`src/sv/prq_pkg.sv`:
```
`timescale 1ns / 1ps

package prq_pkg;

  localparam int unsigned LEVELS  = 32;
  localparam int unsigned THREADS = 16;

  localparam int unsigned LVL_W  = $clog2(LEVELS);
  localparam int unsigned TID_W  = $clog2(THREADS);
  // thread slot: a thread id or the "none" marker
  localparam int unsigned SLOT_W = $clog2(THREADS + 1);

  localparam logic [SLOT_W-1:0] NONE       = SLOT_W'(THREADS);
  localparam logic [LVL_W-1:0]  IDLE_LEVEL = LVL_W'(LEVELS - 1);

  typedef enum logic [1:0] {
    FUNC_INSERT   = 2'd0,
    FUNC_REMOVE   = 2'd1,
    FUNC_SCHEDULE = 2'd2
  } func_e;

  typedef enum logic [1:0] {
    STATUS_OK        = 2'd0,
    STATUS_EMPTY     = 2'd1,
    STATUS_ALREADY   = 2'd2,
    STATUS_NOT_READY = 2'd3
  } status_e;

  typedef struct packed {
    logic [1:0]       func;
    logic [TID_W-1:0] thread_id;
    logic [4:0]       thread_priority;
  } in_item_t;

  typedef struct packed {
    logic              switched;
    logic [4:0]        old_thread;
    logic [4:0]        run_thread;
    logic [4:0]        running_priority;
    logic [LEVELS-1:0] ready_levels;
    logic [1:0]        status;
  } out_item_t;

endpackage

```
`src/sv/prq_if.sv`:
```
`timescale 1ns / 1ps

interface prq_in_if;
  logic               valid;
  logic               ready;
  prq_pkg::in_item_t  data;

  modport source (output valid, output data, input ready);
  modport sink   (input valid, input data, output ready);
endinterface

interface prq_out_if;
  logic               valid;
  logic               ready;
  prq_pkg::out_item_t data;

  modport source (output valid, output data, input ready);
  modport sink   (input valid, input data, output ready);
endinterface

```
`src/sv/priority_ready_queue_scheduler.sv`:
```
`timescale 1ns / 1ps
// Path: an accepted item waits in the input register (s1); the queue
//   update then writes the new state and the result register together.
// Throughput: one item per cycle unless the result side stalls; the list
//   update and the lowest-set-bit encoder over the level bitmap both fit
//   between the two registers.
// Reset (async, active low): no levels ready, all heads/tails empty, no thread
//   current, current level idle; link and level stores stay undefined.
module priority_ready_queue_scheduler (
  input  logic         clk_i,
  input  logic         rst_ni,
  prq_in_if.sink       in_i,
  prq_out_if.source    out_o
);

  localparam int unsigned LEVELS  = prq_pkg::LEVELS;
  localparam int unsigned THREADS = prq_pkg::THREADS;
  localparam int unsigned LVL_W   = prq_pkg::LVL_W;
  localparam int unsigned TID_W   = prq_pkg::TID_W;
  localparam int unsigned SLOT_W  = prq_pkg::SLOT_W;

  // ---------------------------------------------------------------------------
  // Handshake: input register (s1) feeds the result register (out).
  // ---------------------------------------------------------------------------
  logic               s1_valid_q;
  prq_pkg::in_item_t  s1_item_q;
  logic               out_valid_q;
  prq_pkg::out_item_t out_item_q;
  logic               advance;
  logic               fire;

  assign advance     = !out_valid_q || out_o.ready;
  assign fire        = s1_valid_q && advance;
  assign in_i.ready  = !s1_valid_q || advance;
  assign out_o.valid = out_valid_q;
  assign out_o.data  = out_item_q;

  always_ff @(posedge clk_i or negedge rst_ni) begin
    if (!rst_ni) begin
      s1_valid_q <= 1'b0;
    end else if (in_i.ready) begin
      s1_valid_q <= in_i.valid;
    end
  end

  always_ff @(posedge clk_i) begin
    if (in_i.valid && in_i.ready) begin
      s1_item_q <= in_i.data;
    end
  end

  // ---------------------------------------------------------------------------
  // Scheduler state
  // ---------------------------------------------------------------------------
  logic [LEVELS-1:0]  bitmap_q, bitmap_d;
  logic [SLOT_W-1:0]  head_q [LEVELS];
  logic [SLOT_W-1:0]  tail_q [LEVELS];
  logic [SLOT_W-1:0]  next_q [THREADS];
  logic [SLOT_W-1:0]  next_d [THREADS];
  logic [SLOT_W-1:0]  prev_q [THREADS];
  logic [SLOT_W-1:0]  prev_d [THREADS];
  logic [LVL_W-1:0]   tlevel_q [THREADS];
  logic [THREADS-1:0] ready_q, ready_d;
  logic [SLOT_W-1:0]  cur_q, cur_d;
  logic [LVL_W-1:0]   curlvl_q, curlvl_d;

  // head/tail write port: one level per item
  logic               ht_we;
  logic [SLOT_W-1:0]  head_wdata;
  logic [SLOT_W-1:0]  tail_wdata;
  logic               tlevel_we;

  // ---------------------------------------------------------------------------
  // Datapath
  // ---------------------------------------------------------------------------
  logic [TID_W-1:0]   tid;
  logic [LVL_W-1:0]   pri;
  logic [LVL_W-1:0]   enc_lvl;
  logic [LVL_W-1:0]   lvl_sel;
  logic [SLOT_W-1:0]  head_rd;
  logic [SLOT_W-1:0]  tail_rd;
  logic [SLOT_W-1:0]  p_link;
  logic [SLOT_W-1:0]  n_link;
  logic [SLOT_W-1:0]  new_head;
  logic [SLOT_W-1:0]  new_tail;
  logic               switched;
  logic [SLOT_W-1:0]  from_thr;
  prq_pkg::status_e   status;

  assign tid = s1_item_q.thread_id;
  // priorities beyond the last level saturate to it
  assign pri = (32'(s1_item_q.thread_priority) >= LEVELS) ? prq_pkg::IDLE_LEVEL
                                                          : LVL_W'(s1_item_q.thread_priority);

  // lowest set bit = highest ready priority
  always_comb begin
    enc_lvl = '0;
    for (int i = LEVELS - 1; i >= 0; i--) begin
      if (bitmap_q[i]) begin
        enc_lvl = LVL_W'(i);
      end
    end
  end

  // single level address per item
  always_comb begin
    case (s1_item_q.func)
      prq_pkg::FUNC_INSERT: lvl_sel = pri;
      prq_pkg::FUNC_REMOVE: lvl_sel = tlevel_q[tid];
      default:              lvl_sel = enc_lvl;
    endcase
  end

  assign head_rd = head_q[lvl_sel];
  assign tail_rd = tail_q[lvl_sel];
  assign p_link  = prev_q[tid];
  assign n_link  = next_q[tid];
  // unlink: predecessor/successor take over the end slots
  assign new_head = (p_link == prq_pkg::NONE) ? n_link : head_rd;
  assign new_tail = (n_link == prq_pkg::NONE) ? p_link : tail_rd;

  always_comb begin
    bitmap_d   = bitmap_q;
    next_d     = next_q;
    prev_d     = prev_q;
    ready_d    = ready_q;
    cur_d      = cur_q;
    curlvl_d   = curlvl_q;
    ht_we      = 1'b0;
    head_wdata = head_rd;
    tail_wdata = tail_rd;
    tlevel_we  = 1'b0;
    switched   = 1'b0;
    from_thr   = prq_pkg::NONE;
    status     = prq_pkg::STATUS_OK;

    case (s1_item_q.func)
      prq_pkg::FUNC_INSERT: begin
        if (ready_q[tid]) begin
          status = prq_pkg::STATUS_ALREADY;
        end else begin
          prev_d[tid] = tail_rd;
          next_d[tid] = prq_pkg::NONE;
          ht_we       = 1'b1;
          tail_wdata  = SLOT_W'(tid);
          if (tail_rd == prq_pkg::NONE) begin
            head_wdata = SLOT_W'(tid);
          end else begin
            next_d[tail_rd[TID_W-1:0]] = SLOT_W'(tid);
          end
          tlevel_we         = 1'b1;
          ready_d[tid]      = 1'b1;
          bitmap_d[lvl_sel] = 1'b1;
        end
      end
      prq_pkg::FUNC_REMOVE: begin
        if (!ready_q[tid]) begin
          status = prq_pkg::STATUS_NOT_READY;
        end else begin
          if (p_link != prq_pkg::NONE) begin
            next_d[p_link[TID_W-1:0]] = n_link;
          end
          if (n_link != prq_pkg::NONE) begin
            prev_d[n_link[TID_W-1:0]] = p_link;
          end
          ht_we        = 1'b1;
          head_wdata   = new_head;
          tail_wdata   = new_tail;
          ready_d[tid] = 1'b0;
          if (new_head == prq_pkg::NONE) begin
            bitmap_d[lvl_sel] = 1'b0;
          end
        end
      end
      prq_pkg::FUNC_SCHEDULE: begin
        if (bitmap_q == '0) begin
          status = prq_pkg::STATUS_EMPTY;
        end else if (head_rd != prq_pkg::NONE && head_rd != cur_q) begin
          switched = 1'b1;
          from_thr = cur_q;
          cur_d    = head_rd;
          curlvl_d = lvl_sel;
        end
      end
      default: begin
        // unused code: item passes with no change
      end
    endcase
  end

  // ---------------------------------------------------------------------------
  // State registers
  // ---------------------------------------------------------------------------
  always_ff @(posedge clk_i or negedge rst_ni) begin
    if (!rst_ni) begin
      bitmap_q <= '0;
      ready_q  <= '0;
      cur_q    <= prq_pkg::NONE;
      curlvl_q <= prq_pkg::IDLE_LEVEL;
      for (int i = 0; i < LEVELS; i++) begin
        head_q[i] <= prq_pkg::NONE;
        tail_q[i] <= prq_pkg::NONE;
      end
    end else if (fire) begin
      bitmap_q <= bitmap_d;
      ready_q  <= ready_d;
      cur_q    <= cur_d;
      curlvl_q <= curlvl_d;
      if (ht_we) begin
        head_q[lvl_sel] <= head_wdata;
        tail_q[lvl_sel] <= tail_wdata;
      end
    end
  end

  // links and levels are only read for ready threads, which wrote them
  always_ff @(posedge clk_i) begin
    if (fire) begin
      next_q <= next_d;
      prev_q <= prev_d;
      if (tlevel_we) begin
        tlevel_q[tid] <= lvl_sel;
      end
    end
  end

  // ---------------------------------------------------------------------------
  // Result register
  // ---------------------------------------------------------------------------
  always_ff @(posedge clk_i or negedge rst_ni) begin
    if (!rst_ni) begin
      out_valid_q <= 1'b0;
    end else if (advance) begin
      out_valid_q <= s1_valid_q;
    end
  end

  always_ff @(posedge clk_i) begin
    if (fire) begin
      out_item_q.switched         <= switched;
      out_item_q.old_thread       <= 5'(from_thr);
      out_item_q.run_thread       <= 5'(cur_d);
      out_item_q.running_priority <= 5'(curlvl_d);
      out_item_q.ready_levels     <= bitmap_d;
      out_item_q.status           <= status;
    end
  end

  // ---------------------------------------------------------------------------
  // Assertions
  // ---------------------------------------------------------------------------
  logic [LEVELS-1:0] head_busy;
  always_comb begin
    for (int i = 0; i < LEVELS; i++) begin
      head_busy[i] = (head_q[i] != prq_pkg::NONE);
    end
  end

  // bitmap bit set exactly when the level list is non-empty
  a_bitmap_tracks_heads: assert property (@(posedge clk_i) disable iff (!rst_ni)
    bitmap_q == head_busy)
    else $error("level bitmap out of step with list heads");

  // a switch always moves to a different thread
  a_switch_differs: assert property (@(posedge clk_i) disable iff (!rst_ni)
    out_valid_q && out_item_q.switched |->
      out_item_q.run_thread != out_item_q.old_thread &&
      out_item_q.status == prq_pkg::STATUS_OK)
    else $error("switch reported to the same thread");

  // nothing-ready status only with an empty bitmap
  a_empty_status: assert property (@(posedge clk_i) disable iff (!rst_ni)
    out_valid_q && out_item_q.status == prq_pkg::STATUS_EMPTY |->
      out_item_q.ready_levels == '0)
    else $error("nothing-ready reported with levels ready");

  // a successful remove clears the thread's ready flag
  a_remove_clears: assert property (@(posedge clk_i) disable iff (!rst_ni)
    fire && s1_item_q.func == prq_pkg::FUNC_REMOVE && ready_q[tid] |=>
      !ready_q[$past(tid)])
    else $error("removed thread still ready");

endmodule

```
`src/flat_wrapper.sv`:
```
// flat-port wrapper written by rule: the top's interface ports become plain ports
module priority_ready_queue_scheduler_flat 
  (clk_i, rst_ni, in_i_valid, in_i_data, in_i_ready, out_o_valid, out_o_data, out_o_ready);
  prq_in_if in_i_i ();
  prq_out_if out_o_i ();
  input  logic clk_i;
  input  logic rst_ni;
  input wire logic [$bits(in_i_i.valid)-1:0] in_i_valid;
  input wire logic [$bits(in_i_i.data)-1:0] in_i_data;
  output wire logic [$bits(in_i_i.ready)-1:0] in_i_ready;
  output wire logic [$bits(out_o_i.valid)-1:0] out_o_valid;
  output wire logic [$bits(out_o_i.data)-1:0] out_o_data;
  input wire logic [$bits(out_o_i.ready)-1:0] out_o_ready;
  assign in_i_i.valid = in_i_valid;
  assign in_i_i.data = in_i_data;
  assign in_i_ready = in_i_i.ready;
  assign out_o_valid = out_o_i.valid;
  assign out_o_data = out_o_i.data;
  assign out_o_i.ready = out_o_ready;
  priority_ready_queue_scheduler u_core (.clk_i(clk_i), .rst_ni(rst_ni), .in_i(in_i_i), .out_o(out_o_i));
endmodule
```
`config.mk`:
```
export PLATFORM = sky130hd
export DESIGN_NAME = priority_ready_queue_scheduler_flat
export DESIGN_NICKNAME = d
export VERILOG_FILES = /design/src/sv/prq_pkg.sv /design/src/sv/prq_if.sv /design/src/sv/priority_ready_queue_scheduler.sv /design/src/flat_wrapper.sv
export SDC_FILE = /design/constraint.sdc
export NUM_CORES = 1
export LEC_CHECK = 0
export ABC_AREA = 1
export BUFFER_PORTS_ARGS = -buffer_cell sky130_fd_sc_hd__buf_2
export CAP_MARGIN = 25
export CELL_PAD_IN_SITES_DETAIL_PLACEMENT = 1
export CELL_PAD_IN_SITES_GLOBAL_PLACEMENT = 1
export CORE_MARGIN = 4
export CORE_UTILIZATION = 30
export CTS_CLUSTER_SIZE = 25
export DETAILED_ROUTE_END_ITERATION = 12
export GPL_TIMING_DRIVEN = 0
export MAX_ROUTING_LAYER = met4
export PLACE_DENSITY_LB_ADDON = 0.1
export SETUP_SLACK_MARGIN = 0.5
export SLEW_MARGIN = 30
export SYNTH_ARGS = -nofsm -noshare
export SYNTH_HDL_FRONTEND = slang
export SYNTH_SLANG_ARGS = --single-unit
```
`constraint.sdc`:
```
create_clock -name clk_i -period 12.06 [get_ports clk_i]
set_clock_uncertainty 0.05 [all_clocks]
set_input_delay 0.603 -clock clk_i [delete_from_list [all_inputs] [get_ports clk_i]]
set_output_delay 0.603 -clock clk_i [all_outputs]
set_load 0.02 [all_outputs]
```
==> flow_summary.json <==
{
  "report.final.hold_viol_count": 0,
  "post-route-period-util_pct": 57.0,
  "cp_data_arrival_time_ns": 7.15,
  "wire_per_inst_um": 26.1,
  "combined_global_route_utilization_of_all_metal_layers_pct": 26.6,
  "grt_pass1_vias": 31500,
  "clk-insertion-delay-late_ns": 0.68,
  "port_buffers": 66,
  "yosys-top-cells-count": "1,844 x nand2_1, 339 x nor2_1, 329 x inv_1",
  "yosys_warnings": 0,
  "routed_wl_um": 158000,
  "drv_cap": 0,
  "share_of_the_synthesized_area_in_the_top_cell_type_pct": 26.4,
  "number_of_storage_elements_in_the_synthesis_netlist": 685,
  "vdd.ir_drop.worst_uv": 268,
  "cp-start-kind": "flop",
  "finalSetupViolations": 0,
  "vias": 31200,
  "die_width_um": 346,
  "gr-usage-met3_pct": 2.58,
  "antenna_found_initial": 1,
  "global_route_wire_length_before_repair_um": 227000,
  "maxSlewHeadroom_pct": 27.1,
  "grt.met2_usage_pct": 44.2,
  "drv_slew": 0,
  "post-route-worst-setup-slack_ns": 5.19,
  "critical_path_required_ns": 12.34,
  "number_of_enable_type_register_cells_in_the_synthesized_netlist": 301,
  "timing.setup.critical_path_class": "flop to flop",
  "hold_path.class": "input port to flop",
  "drt_pass1_iterations": 6,
  "drc": 0,
  "synthFlopType": "dfrtp_1",
  "run_status": "completed",
  "clockPowerShare_pct": 22.4,
  "die_height_um": 346,
  "syn-cell-area_mm2": 0.0343,
  "synthToLayoutAreaGrowth_pct": 15.6,
  "total_power_w": 0.0120,
  "hold_slack_ns": 0.0688,
  "post_synth_inst_count": 4326,
  "global_route.peak_usage_layer": "met2",
  "worstMarginPinSlew_ns": 1.09,
  "synth_most_common_cell": "nand2_1",
  "yosys-top-cells-area": "edfxtp_1 26%, dfrtp_1 23%, nand2_1 20%, dfstp_2 5.4%, o21ai_0 4.4%",
  "grt_overflow_total": 0,
  "cts_inserted_buffers": 85,
  "internal_reg_to_reg_setup_slack_ns": 5.19,
  "path_clk_slew_ns": 0.06,
  "ant_nets": 0,
  "post-place-ws_ns": 5.39,
  "synthesis.nets": 4341,
  "internal_power_w": 0.00583,
  "global_route.usage.met1_pct": 34.3,
  "cts_setup_buffers": 0,
  "clock_tree.root_cell": "clkbuf_16",
  "fp-row-count": 123,
  "sort_of_element_at_the_end_of_the_critical_path": "flop",
  "post_route_cells_drive_above_1_share_pct": 8.38,
  "design.die.area_mm2": 0.120,
  "share_comb_of_total_power_pct": 50.4,
  "detailedPlacementHpwl_um": 115000,
  "ctsHtreeMaxLevel": 3,
  "leak_nw": 17.7,
  "clock_tree.buffer_depth": 3,
  "worst-path-max-fanout": 10,
  "finalWeightedCongestion": 0.949,
  "synthesis.area_per_instance_um2": 7.92,
  "synthDistinctLibCells": 42,
  "max_freq_ghz": 0.145,
  "cts.sink_count": 685,
  "power_density_mw_per_mm2": 302,
  "p_seq_share_pct": 27.3,
  "tns_ns": 0,
  "grt_start_max_net_pins": 77,
  "unrepaired_setup_endpoints_after_global_routing": "no",
  "routed_via_density": 5.15,
  "io-pin-count": 67,
  "post-synth-top-area-cell": "edfxtp_1",
  "tritoncts": "yes",
  "final.min_clock_period_ns": 6.87,
  "ys_async_sr_fraction_pct": 55.5,
  "post_cts_resize_count": 0,
  "layout.core_utilization_pct": 35.1,
  "start_util_pct": 30.3,
  "fin_nets": 4504,
  "core_area_mm2": 0.113,
  "n_fill_cell": 13600,
  "cts_hold_repair.buffers": 1,
  "switching_share_of_total_power_pct": 51.4,
  "detailedRoute.firstIterationViolations": 2527,
  "p_switching_w": 0.00616,
  "synth_seq_area_share_pct": 54.6
}
[power by group through the flow]
stage               Clock, W  Sequential (W)  Combinational (W)
floorplan                  0         0.00330            0.00298
global placement           0         0.00331            0.00585
detailed placement         0         0.00331            0.00597
CTS                  0.00273         0.00327            0.00599
global route         0.00282         0.00331            0.00635
finish               0.00268         0.00327            0.00604
[layer usage]
metal | routed length, um | vias to the layer above
li1 | - | 14400
met1 | 69900 | 15800
met2 | 76800 | 784
met3 | 6370 | 234
met4 | 5390 | 0
met5 | 0 | -
[flip-flops by register name (all words and copies together), names as in the netlist, 5 cells and up, named ones only]
name,flops
u_core.out_o.data,50
u_core.prev_q,80
u_core.next_q,80
u_core.pri,5
u_core.curlvl_q,5
u_core.tlevel_q,80
u_core.bitmap_q,32
u_core.cur_q,5
u_core.head_q,160
u_core.tail_q,160
[cells by family after synthesis]
kind of cell	share of synthesized area (%)
DFF	54.6
AOI/OAI and AO/OA	11.5
buffers and inverters	6.62
and+or+nand+nor	27.2
[final timing paths]
| kind | startpoint | endpoint | cells past startpoint |
|---|---|---|---|
| worst max-delay path | u_core.tid[1] | u_core.next_q[3] | 15 |
| worst min-delay path | in_i_data[2] | u_core.pri[2] | 1 |
| worst max register to register | u_core.tid[1] | u_core.next_q[3] | 15 |
| worst min register to register | u_core.head_q[59] | u_core.head_q[59] | 2 |
| max in group asynchronous | rst_ni | u_core.curlvl_q[2] | 4 |
| min in group asynchronous | rst_ni | u_core.head_q[57] | 2 |
[per-stage QoR]
| step | area [um2] | instances |
|---|---|---|
| 5_1_grt | 39600 | 6060 |
| 4_1_cts | 39600 | 6060 |
| 2_1_floorplan | 34300 | 4326 |
| 3_3_place_gp | 36500 | 5892 |
| 3_5_place_dp | 36800 | 5901 |
| 6_report | 39600 | 6061 |
[worst max-delay path, cell delays in order (launching register included)]
cell	delay [ns]
edfxtp_1	0.32
clkbuf_1	0.61
inv_1	0.31
nor2_1	0.90
clkbuf_1	0.73
clkbuf_1	0.70
a22oi_1	0.16
nand2_1	0.16
nand2_1	0.07
nand4_1	0.12
inv_1	0.16
nor2_1	0.28
inv_1	0.21
o21ai_1	0.80
clkbuf_1	0.61
a21oi_1	0.32
[cell usage in the layout, fill, tap and decap left out, drive strengths merged, types with 70 or more instances in the layout]
cell and instances:
dfrtp 310, buf 145, a22oi 75, edfxtp 301
nor2 345, a21oi 104, nand2 1858, nand3 134
clkbuf 264, dfstp 70, inv 343, o21ai 340
o22ai 107
[layout make-up]
type                            count  area, um2  share of cell area, %
Clock inverter                     43        528                   1.33
Buffer                            219        971                   2.45
Tap cell                         1500       1880                   4.74
Timing Repair Buffer               76        562                   1.42
Inverter                          352       1320                   3.33
Sequential cell                   685      18700                   47.2
Multi-Input combinational cell   3070      13300                   33.6
Antenna cell                        1       2.50                0.00632
Clock buffer                      115       2320                   5.86
Power figures use the tool's default switching activity.
